$ cat config.mk
export PLATFORM = sky130hd
export DESIGN_NAME = midi_file_event_serializer_flat
export DESIGN_NICKNAME = d
export VERILOG_FILES = /design/src/sv/smf_pkg.sv /design/src/sv/smf_evt_if.sv /design/src/sv/smf_trk_if.sv /design/src/sv/smf_div.sv /design/src/sv/midi_file_event_serializer.sv /design/src/flat_wrapper.sv
export SDC_FILE = /design/constraint.sdc
export NUM_CORES = 1
export LEC_CHECK = 0
export BUFFER_PORTS_ARGS = -buffer_cell sky130_fd_sc_hd__buf_2
export CAP_MARGIN = 20
export CORE_MARGIN = 3
export CORE_UTILIZATION = 55
export DETAILED_ROUTE_END_ITERATION = 10
export PLACE_DENSITY = 0.74
export SLEW_MARGIN = 30
export SYNTH_ARGS = -nofsm -noshare
export SYNTH_HDL_FRONTEND = slang
export SYNTH_SLANG_ARGS = --single-unit
$ cat constraint.sdc
create_clock -name clk -period 5.9 [get_ports clk]
set_input_delay 1.18 -clock clk [delete_from_list [all_inputs] [get_ports clk]]
set_output_delay 1.18 -clock clk [all_outputs]
set_load 0.01 [all_outputs]
$ cat src/sv/smf_pkg.sv
// shared constants, types and state codes for the midi file event serializer
`timescale 1ns / 1ps

package smf_pkg;

  localparam int VLQ_MAX_BYTES_DEF = 4;

  // op codes of an input word
  localparam logic [1:0] OP_START   = 2'd0;
  localparam logic [1:0] OP_PAYLOAD = 2'd1;
  localparam logic [1:0] OP_TEMPO   = 2'd2;

  // fixed bytes of the stream
  localparam logic [7:0] SYSEX_START = 8'hF0;
  localparam logic [7:0] META_PREFIX = 8'hFF;
  localparam logic [7:0] META_TEMPO  = 8'h51;
  localparam logic [7:0] TEMPO_LEN   = 8'h03;
  localparam logic [7:0] VLQ_MORE    = 8'h80;
  localparam logic [7:0] VLQ_MASK    = 8'h7F;

  // tempo divider
  localparam int DIV_QW = 26;
  localparam int DIV_DW = 16;
  localparam int DIV_CW = $clog2(DIV_QW);
  localparam logic [DIV_QW-1:0] USEC_PER_MINUTE = 26'd60000000;
  localparam logic [23:0] TEMPO_MAX = 24'hFFFFFF;

  // tempo meta bytes after the delta
  localparam int TEMPO_BYTES = 6;
  localparam int TCW = $clog2(TEMPO_BYTES);

  typedef struct packed {
    logic              start;
    logic [DIV_DW-1:0] divisor;
  } div_req_t;

  typedef struct packed {
    logic              done;
    logic [DIV_QW-1:0] quotient;
  } div_rsp_t;

  typedef enum logic [4:0] {
    S_IDLE  = 5'b00001,
    S_DIV   = 5'b00010,
    S_VLQ   = 5'b00100,
    S_BYTE  = 5'b01000,
    S_TEMPO = 5'b10000
  } state_t;

endpackage

$ cat src/sv/smf_evt_if.sv
// input channel: timed midi message words
`timescale 1ns / 1ps

interface smf_evt_if;
  logic        valid;
  logic        ready;
  logic [1:0]  op;
  logic [31:0] song_tick;
  logic [7:0]  data_byte;
  logic [28:0] msg_length;
  logic [15:0] tempo_bpm;

  modport source (output valid, op, song_tick, data_byte, msg_length, tempo_bpm,
                  input ready);
  modport sink (input valid, op, song_tick, data_byte, msg_length, tempo_bpm,
                output ready);
endinterface

$ cat src/sv/smf_trk_if.sv
// output channel: track data bytes
`timescale 1ns / 1ps

interface smf_trk_if;
  logic       valid;
  logic       ready;
  logic [7:0] out_byte;
  logic       last_of_run;

  modport source (output valid, out_byte, last_of_run, input ready);
  modport sink (input valid, out_byte, last_of_run, output ready);
endinterface

$ cat src/sv/smf_div.sv
// iterative restoring divider for 60000000 / bpm, one quotient bit per cycle
`timescale 1ns / 1ps

module smf_div (
  input  logic              clk,
  input  logic              rst,
  input  smf_pkg::div_req_t req,
  output smf_pkg::div_rsp_t rsp
);

  logic                           busy;
  logic                           done;
  logic [smf_pkg::DIV_CW-1:0]     cnt;
  logic [smf_pkg::DIV_DW-1:0]     rem;
  logic [smf_pkg::DIV_DW-1:0]     dvs;
  logic [smf_pkg::DIV_QW-1:0]     dq;
  logic [smf_pkg::DIV_DW:0]       trial;
  logic [smf_pkg::DIV_DW:0]       diff;
  logic                           ge;

  // dividend bits shift out of the top of dq while quotient bits enter below
  assign trial = {rem, dq[smf_pkg::DIV_QW-1]};
  assign ge    = trial >= {1'b0, dvs};
  assign diff  = trial - {1'b0, dvs};

  always_ff @(posedge clk) begin
    if (rst) begin
      busy <= 1'b0;
      done <= 1'b0;
      cnt  <= '0;
    end else begin
      done <= 1'b0;
      if (req.start) begin
        busy <= 1'b1;
        cnt  <= smf_pkg::DIV_CW'(smf_pkg::DIV_QW - 1);
      end else if (busy) begin
        if (cnt == '0) begin
          busy <= 1'b0;
          done <= 1'b1;
        end else begin
          cnt <= cnt - 1'b1;
        end
      end
    end
  end

  always_ff @(posedge clk) begin
    if (req.start) begin
      rem <= '0;
      dvs <= req.divisor;
      dq  <= smf_pkg::USEC_PER_MINUTE;
    end else if (busy) begin
      rem <= ge ? diff[smf_pkg::DIV_DW-1:0] : trial[smf_pkg::DIV_DW-1:0];
      dq  <= {dq[smf_pkg::DIV_QW-2:0], ge};
    end
  end

  assign rsp.done     = done;
  assign rsp.quotient = dq;

endmodule

$ cat src/sv/midi_file_event_serializer.sv
// midi file event serializer: turns timed midi words into track data bytes
// a message start emits the delta bytes, the status byte and, for sysex, the length bytes; payload emits one byte
// a tempo event waits for the 26-step divider, then emits the delta bytes and six meta bytes
// one input word at a time; output bytes leave at one per cycle when not stalled
// synchronous reset clears the sequencer, the output valid and the previous tick
`timescale 1ns / 1ps

module midi_file_event_serializer #(
  parameter int VLQ_MAX_BYTES = smf_pkg::VLQ_MAX_BYTES_DEF
) (
  input logic clk,
  input logic rst,
  smf_evt_if.sink   evt,
  smf_trk_if.source trk
);

  localparam int VW = 7 * VLQ_MAX_BYTES;
  localparam int IW = $clog2(VLQ_MAX_BYTES);

  smf_pkg::state_t   state;
  smf_pkg::div_req_t div_req;
  smf_pkg::div_rsp_t div_rsp;

  logic [1:0]                 op;
  logic [7:0]                 first_byte;
  logic [28:0]                len_m1;
  logic [31:0]                prev_tick;
  logic [VW-1:0]              vlq_val;
  logic [IW-1:0]              vlq_idx;
  logic                       vlq_len;
  logic [smf_pkg::TCW-1:0]    tcnt;
  logic [23:0]                tempo;

  logic       out_valid;
  logic [7:0] out_byte;
  logic       out_last;

  logic          accept;
  logic          can_load;
  logic [31:0]   vlq_src;
  logic [VW-1:0] vlq_sat;
  logic [IW-1:0] vlq_top;
  logic [6:0]    vlq_grp;
  logic [7:0]    vlq_byte;
  logic [7:0]    tempo_byte;

  function automatic logic [VW-1:0] sat_vlq(input logic [31:0] x);
    logic [VW+31:0] w;
    w = {{VW{1'b0}}, x};
    if (w[VW+31:VW] != '0) return '1;
    return w[VW-1:0];
  endfunction

  function automatic logic [IW-1:0] top_group(input logic [VW-1:0] v);
    logic [IW-1:0] t;
    t = '0;
    for (int g = 1; g < VLQ_MAX_BYTES; g++) begin
      if ((v >> (7 * g)) != '0) t = IW'(g);
    end
    return t;
  endfunction

  assign accept   = evt.valid && evt.ready;
  assign evt.ready = (state == smf_pkg::S_IDLE);
  assign can_load = !out_valid || trk.ready;

  // delta on accept, sysex length less one after the first byte
  assign vlq_src = (state == smf_pkg::S_IDLE) ? (evt.song_tick - prev_tick)
                                              : {3'b000, len_m1};
  assign vlq_sat = sat_vlq(vlq_src);
  assign vlq_top = top_group(vlq_sat);

  always_comb begin
    vlq_grp = '0;
    for (int g = 0; g < VLQ_MAX_BYTES; g++) begin
      if (vlq_idx == IW'(g)) vlq_grp = vlq_val[7*g +: 7];
    end
  end

  assign vlq_byte = (vlq_idx != '0) ? (smf_pkg::VLQ_MORE | {1'b0, vlq_grp})
                                    : (smf_pkg::VLQ_MASK & {1'b0, vlq_grp});

  always_comb begin
    case (tcnt)
      3'd0:    tempo_byte = smf_pkg::META_PREFIX;
      3'd1:    tempo_byte = smf_pkg::META_TEMPO;
      3'd2:    tempo_byte = smf_pkg::TEMPO_LEN;
      3'd3:    tempo_byte = tempo[23:16];
      3'd4:    tempo_byte = tempo[15:8];
      default: tempo_byte = tempo[7:0];
    endcase
  end

  assign div_req.start   = accept && (evt.op == smf_pkg::OP_TEMPO);
  assign div_req.divisor = evt.tempo_bpm;

  smf_div u_div (
    .clk (clk),
    .rst (rst),
    .req (div_req),
    .rsp (div_rsp)
  );

  // sequencer and control
  always_ff @(posedge clk) begin
    if (rst) begin
      state     <= smf_pkg::S_IDLE;
      prev_tick <= '0;
      out_valid <= 1'b0;
    end else begin
      if (trk.ready) out_valid <= 1'b0;
      unique case (state)
        smf_pkg::S_IDLE: begin
          if (accept) begin
            case (evt.op)
              smf_pkg::OP_START: begin
                prev_tick <= evt.song_tick;
                state     <= smf_pkg::S_VLQ;
              end
              smf_pkg::OP_PAYLOAD: state <= smf_pkg::S_BYTE;
              smf_pkg::OP_TEMPO: begin
                prev_tick <= evt.song_tick;
                state     <= smf_pkg::S_DIV;
              end
              default: state <= smf_pkg::S_IDLE;
            endcase
          end
        end
        smf_pkg::S_DIV: begin
          if (div_rsp.done) state <= smf_pkg::S_VLQ;
        end
        smf_pkg::S_VLQ: begin
          if (can_load) begin
            out_valid <= 1'b1;
            if (vlq_idx == '0) begin
              if (vlq_len) state <= smf_pkg::S_IDLE;
              else if (op == smf_pkg::OP_TEMPO) state <= smf_pkg::S_TEMPO;
              else state <= smf_pkg::S_BYTE;
            end
          end
        end
        smf_pkg::S_BYTE: begin
          if (can_load) begin
            out_valid <= 1'b1;
            if (op == smf_pkg::OP_START && first_byte == smf_pkg::SYSEX_START) begin
              state <= smf_pkg::S_VLQ;
            end else begin
              state <= smf_pkg::S_IDLE;
            end
          end
        end
        smf_pkg::S_TEMPO: begin
          if (can_load) begin
            out_valid <= 1'b1;
            if (tcnt == smf_pkg::TCW'(smf_pkg::TEMPO_BYTES - 1)) state <= smf_pkg::S_IDLE;
          end
        end
        default: state <= smf_pkg::S_IDLE;
      endcase
    end
  end

  // datapath registers
  always_ff @(posedge clk) begin
    case (state)
      smf_pkg::S_IDLE: begin
        if (accept) begin
          op         <= evt.op;
          first_byte <= evt.data_byte;
          len_m1     <= (evt.msg_length == '0) ? '0 : evt.msg_length - 1'b1;
          vlq_val    <= vlq_sat;
          vlq_idx    <= vlq_top;
          vlq_len    <= 1'b0;
          tcnt       <= '0;
        end
      end
      smf_pkg::S_DIV: begin
        if (div_rsp.done) begin
          tempo <= (div_rsp.quotient[smf_pkg::DIV_QW-1:24] != '0)
                   ? smf_pkg::TEMPO_MAX : div_rsp.quotient[23:0];
        end
      end
      smf_pkg::S_VLQ: begin
        if (can_load) begin
          out_byte <= vlq_byte;
          out_last <= (vlq_idx == '0) && vlq_len;
          if (vlq_idx != '0) vlq_idx <= vlq_idx - 1'b1;
        end
      end
      smf_pkg::S_BYTE: begin
        if (can_load) begin
          out_byte <= first_byte;
          out_last <= !(op == smf_pkg::OP_START && first_byte == smf_pkg::SYSEX_START);
          vlq_val  <= vlq_sat;
          vlq_idx  <= vlq_top;
          vlq_len  <= 1'b1;
        end
      end
      smf_pkg::S_TEMPO: begin
        if (can_load) begin
          out_byte <= tempo_byte;
          out_last <= (tcnt == smf_pkg::TCW'(smf_pkg::TEMPO_BYTES - 1));
          tcnt     <= tcnt + 1'b1;
        end
      end
      default: ;
    endcase
  end

  assign trk.valid       = out_valid;
  assign trk.out_byte    = out_byte;
  assign trk.last_of_run = out_last;

endmodule

$ cat src/flat_wrapper.sv
// flat-port wrapper written by rule: the top's interface ports become plain ports
module midi_file_event_serializer_flat 
#(
  parameter int VLQ_MAX_BYTES = smf_pkg::VLQ_MAX_BYTES_DEF
)
  (clk, rst, evt_valid, evt_op, evt_song_tick, evt_data_byte, evt_msg_length, evt_tempo_bpm, evt_ready, trk_valid, trk_out_byte, trk_last_of_run, trk_ready);
  smf_evt_if evt_i ();
  smf_trk_if trk_i ();
  input logic clk;
  input logic rst;
  input wire logic [$bits(evt_i.valid)-1:0] evt_valid;
  input wire logic [$bits(evt_i.op)-1:0] evt_op;
  input wire logic [$bits(evt_i.song_tick)-1:0] evt_song_tick;
  input wire logic [$bits(evt_i.data_byte)-1:0] evt_data_byte;
  input wire logic [$bits(evt_i.msg_length)-1:0] evt_msg_length;
  input wire logic [$bits(evt_i.tempo_bpm)-1:0] evt_tempo_bpm;
  output wire logic [$bits(evt_i.ready)-1:0] evt_ready;
  output wire logic [$bits(trk_i.valid)-1:0] trk_valid;
  output wire logic [$bits(trk_i.out_byte)-1:0] trk_out_byte;
  output wire logic [$bits(trk_i.last_of_run)-1:0] trk_last_of_run;
  input wire logic [$bits(trk_i.ready)-1:0] trk_ready;
  assign evt_i.valid = evt_valid;
  assign evt_i.op = evt_op;
  assign evt_i.song_tick = evt_song_tick;
  assign evt_i.data_byte = evt_data_byte;
  assign evt_i.msg_length = evt_msg_length;
  assign evt_i.tempo_bpm = evt_tempo_bpm;
  assign evt_ready = evt_i.ready;
  assign trk_valid = trk_i.valid;
  assign trk_out_byte = trk_i.out_byte;
  assign trk_last_of_run = trk_i.last_of_run;
  assign trk_i.ready = trk_ready;
  midi_file_event_serializer #(.VLQ_MAX_BYTES(VLQ_MAX_BYTES)) u_core (.clk(clk), .rst(rst), .evt(evt_i), .trk(trk_i));
endmodule
==> run summary <==
* power density over cell area: 350 nW/um2
* critical setup path kind: primary input to flip-flop
* static power due to leakage: 0.00501 uW
* actual slew at the worst max-slew pin: 0.922 ns
* Worst-path clk slew: 0.06 ns
* number of antenna-violating nets in the routed design: 0
* maximum clock path buffer count: 3
* detailed-placement wirelength estimate: 19,900 um
* wire length of the first global-routing pass: 44,300 um
* maximum ir drop on the vdd rail: 0.271 mV
* share of flip-flops with an asynchronous set or reset after synthesis: 0%
* element type at the critical path end: flip-flop
* cts bufs inserted: 22
* wire length per cell: 16.2 um
* CP startpoint kind: primary input
* Core Rows: 52
* CP required: 6.16 ns
* setup violators final: 0
* initial core utilization: 57.2%
* Placer Congestion: 0.973
* fraction of the yosys area taken by sequential cells: 45.8%
* largest net degree at the start of global routing: 56
* placed standard-cell area: 12,500 um2
* via count of the first global-routing pass: 8,715
* total negative setup slack: 0 ns
* FILL cells: 1,700
* io pins: 102
* Period Utilization, post-route: 71.8%
* clock sink count: 209
* Syn-to-layout area delta: 12.2%
* CTS H-Tree Depth: 1
* clock root buffer: clkbuf_16
* most frequent standard cell in the layout excluding fill and tap cells: nand2_1
* PortBufs: 101
* top-area cell type share of the netlist area: 31.1%
* max_slew headroom: 38.5%
* Power Total: 4630 uW
* clock tree from TritonCTS: yes
* unique cell type count in the Yosys netlist: 75
* count of antenna diodes in the layout: 0
* placeable core region: 20,600 um2
* average via count per standard cell: 5.70
* Max Clock Skew: 0.0186 ns
* syn_nets: 1,446
* Yosys warning count: 0
* GRT Util Overall: 22.5%
* DIE HEIGHT: 152 um
* setup repair after global routing missed its margin: no
* Total Wirelength: 26,800 um
* cell area after synthesis: 11,800 um2
* clock latency reported for the late side of the worst-skew pair: 0.51 ns
* number of pins exceeding their max-slew limit in the final report: 0
* post-layout instance area: 13,200 um2
* max capacitance violation total: 0
* result of the run: finished, final reports clean
* number of flops mapped to enable cells by yosys: 122
* count of TritonRoute iterations in the first routing pass: 5
* most used flip-flop cell after synthesis: edfxtp_1
* post-detailed-route DRC marker count: 0
* worst hold path type: flip-flop to flip-flop
* most area-consuming cells after synthesis: edfxtp_1 (31%), dfxtp_1 (15%), ha_1 (6.3%)
* initial antenna violation count: 0
* hold violation total from the final report: 0
* count of hold-fix buffers inserted at cts: 0
* residual overflow from global routing: 0
* Chip Width: 152 um
* post-synthesis cell type with the largest combined area: edfxtp_1
* mean area per synthesized cell: 9.12 um2
* nets@finish: 1,520
* Iter 0 DRT Violations: 746
* worst-path fanout max: 4
* Setup Buffers After CTS: 0
* maximum achievable frequency: 236 MHz
* most frequent cells in the layout: nand2_1 (179), nor2_1 (136), a21oi_1 (122), edfxtp_1 (122), buf_2 (101)
* Cells after Synth: 1,294
* min Tclk post-route: 4.24 ns
* post-synthesis sequential element count: 209
* share of final-layout standard cells stronger than drive strength 1: 11.9%
* die footprint: 23,200 um2
* post_cts resized: 0
* count of vias placed by the detailed router: 9,420
* Arr. time, crit path: 4.49 ns
==> area by class of cell <==
cell class	count	area [um2]	area share [%]
clock buffers	25	593	4.48
clock inverters	15	156	1.18
inverters	80	300	2.27
multi-input cells	943	5850	44.2
flip-flops and latches	209	5410	40.9
well taps	270	338	2.55
repair buffers	112	588	4.44
==> worst paths after layout <==
kind,start,endpoint,slack [ns],cells after the start
worst min register to register,u_core.prev_tick[11],u_core.prev_tick[11],0.45,2
worst max-delay path,evt_song_tick[0],u_core.vlq_idx[1],1.66,15
worst max register to register,u_core.prev_tick[0],u_core.vlq_idx[1],2.19,13
worst min-delay path,u_core.prev_tick[11],u_core.prev_tick[11],0.45,2
==> per-stage QoR <==
step	util [%]	hold slack, ns	setup slack, ns	std cells
after floorplan	-	0.436	1.75	1294
after global placement	60.5	0.442	1.29	1614
after detailed placement	60.5	0.447	1.23	1614
after CTS	64.2	0.456	1.75	1654
after global routing	64.2	0.477	1.42	1654
final	64.2	0.454	1.66	1654
==> cells by family (layout without fill, tap and decap cells) <==
kind of cell               after synthesis  in the layout  synth area share (%)
and+or+nand+nor                        480            480                  19.0
AOI/OAI and AO/OA                      304            304                  16.3
DFF                                    209            209                  45.8
buffers and inverters                  142            232                  4.69
adders and majority gates               61             61                  6.60
xor gates and xnor gates                60             60                  4.45
muxes                                   38             38                  3.22
==> critical path, cell delays in order <==
cell and delay (ns):
buf_2 0.11, inv_1 0.06, ha_1 0.16, inv_1 0.06, fa_1 0.40, a21o_1 0.22, a221oi_2 0.44, o21ai_1 0.16
a2111o_1 0.46, and3_1 0.18, mux2i_1 0.15, o311ai_1 0.15, nor4_1 0.37, nand3_1 0.11, o2bb2a_2 0.27
==> registers in the layout (all words and copies together) (netlist names), 2 cells and up <==
register	cells
u_core.u_div.dq	26
u_core.first_byte	8
u_core.tcnt	3
u_core.vlq_val	28
u_core.trk.out_byte	8
u_core.len_m1	29
u_core.prev_tick	32
u_core.vlq_idx	2
u_core.state	5
u_core.u_div.rem	16
u_core.u_div.cnt	5
u_core.tempo	24
u_core.op	2
u_core.u_div.dvs	16
==> routing by layer <==
metal  GRT usage, %  share of wire [%]
met4           4.75                1.9
met3           3.10                6.2
met2           34.9                 44
met5              0                  0
met1           33.9                 48
==> report_power, final <==
group	leakage (uW)	total [uW]	switching [uW]	internal [uW]
logic	0.00280	1280	771	511
registers	0.00184	1930	145	1780
clock network	0.000371	1420	563	855
==> cells in the mapped netlist (21+ instances only) <==
cell type  count
nand2_1      179
nor2_1       137
a21oi_1      123
edfxtp_1     122
dfxtp_1       87
inv_1         80
ha_1          59
o21ai_0       53
clkbuf_1      52
mux2i_1       38
or3_1         38
xnor2_1       38
xor2_1        22
nor3_1        21
Note: power is estimated with default switching activity, not from simulation.
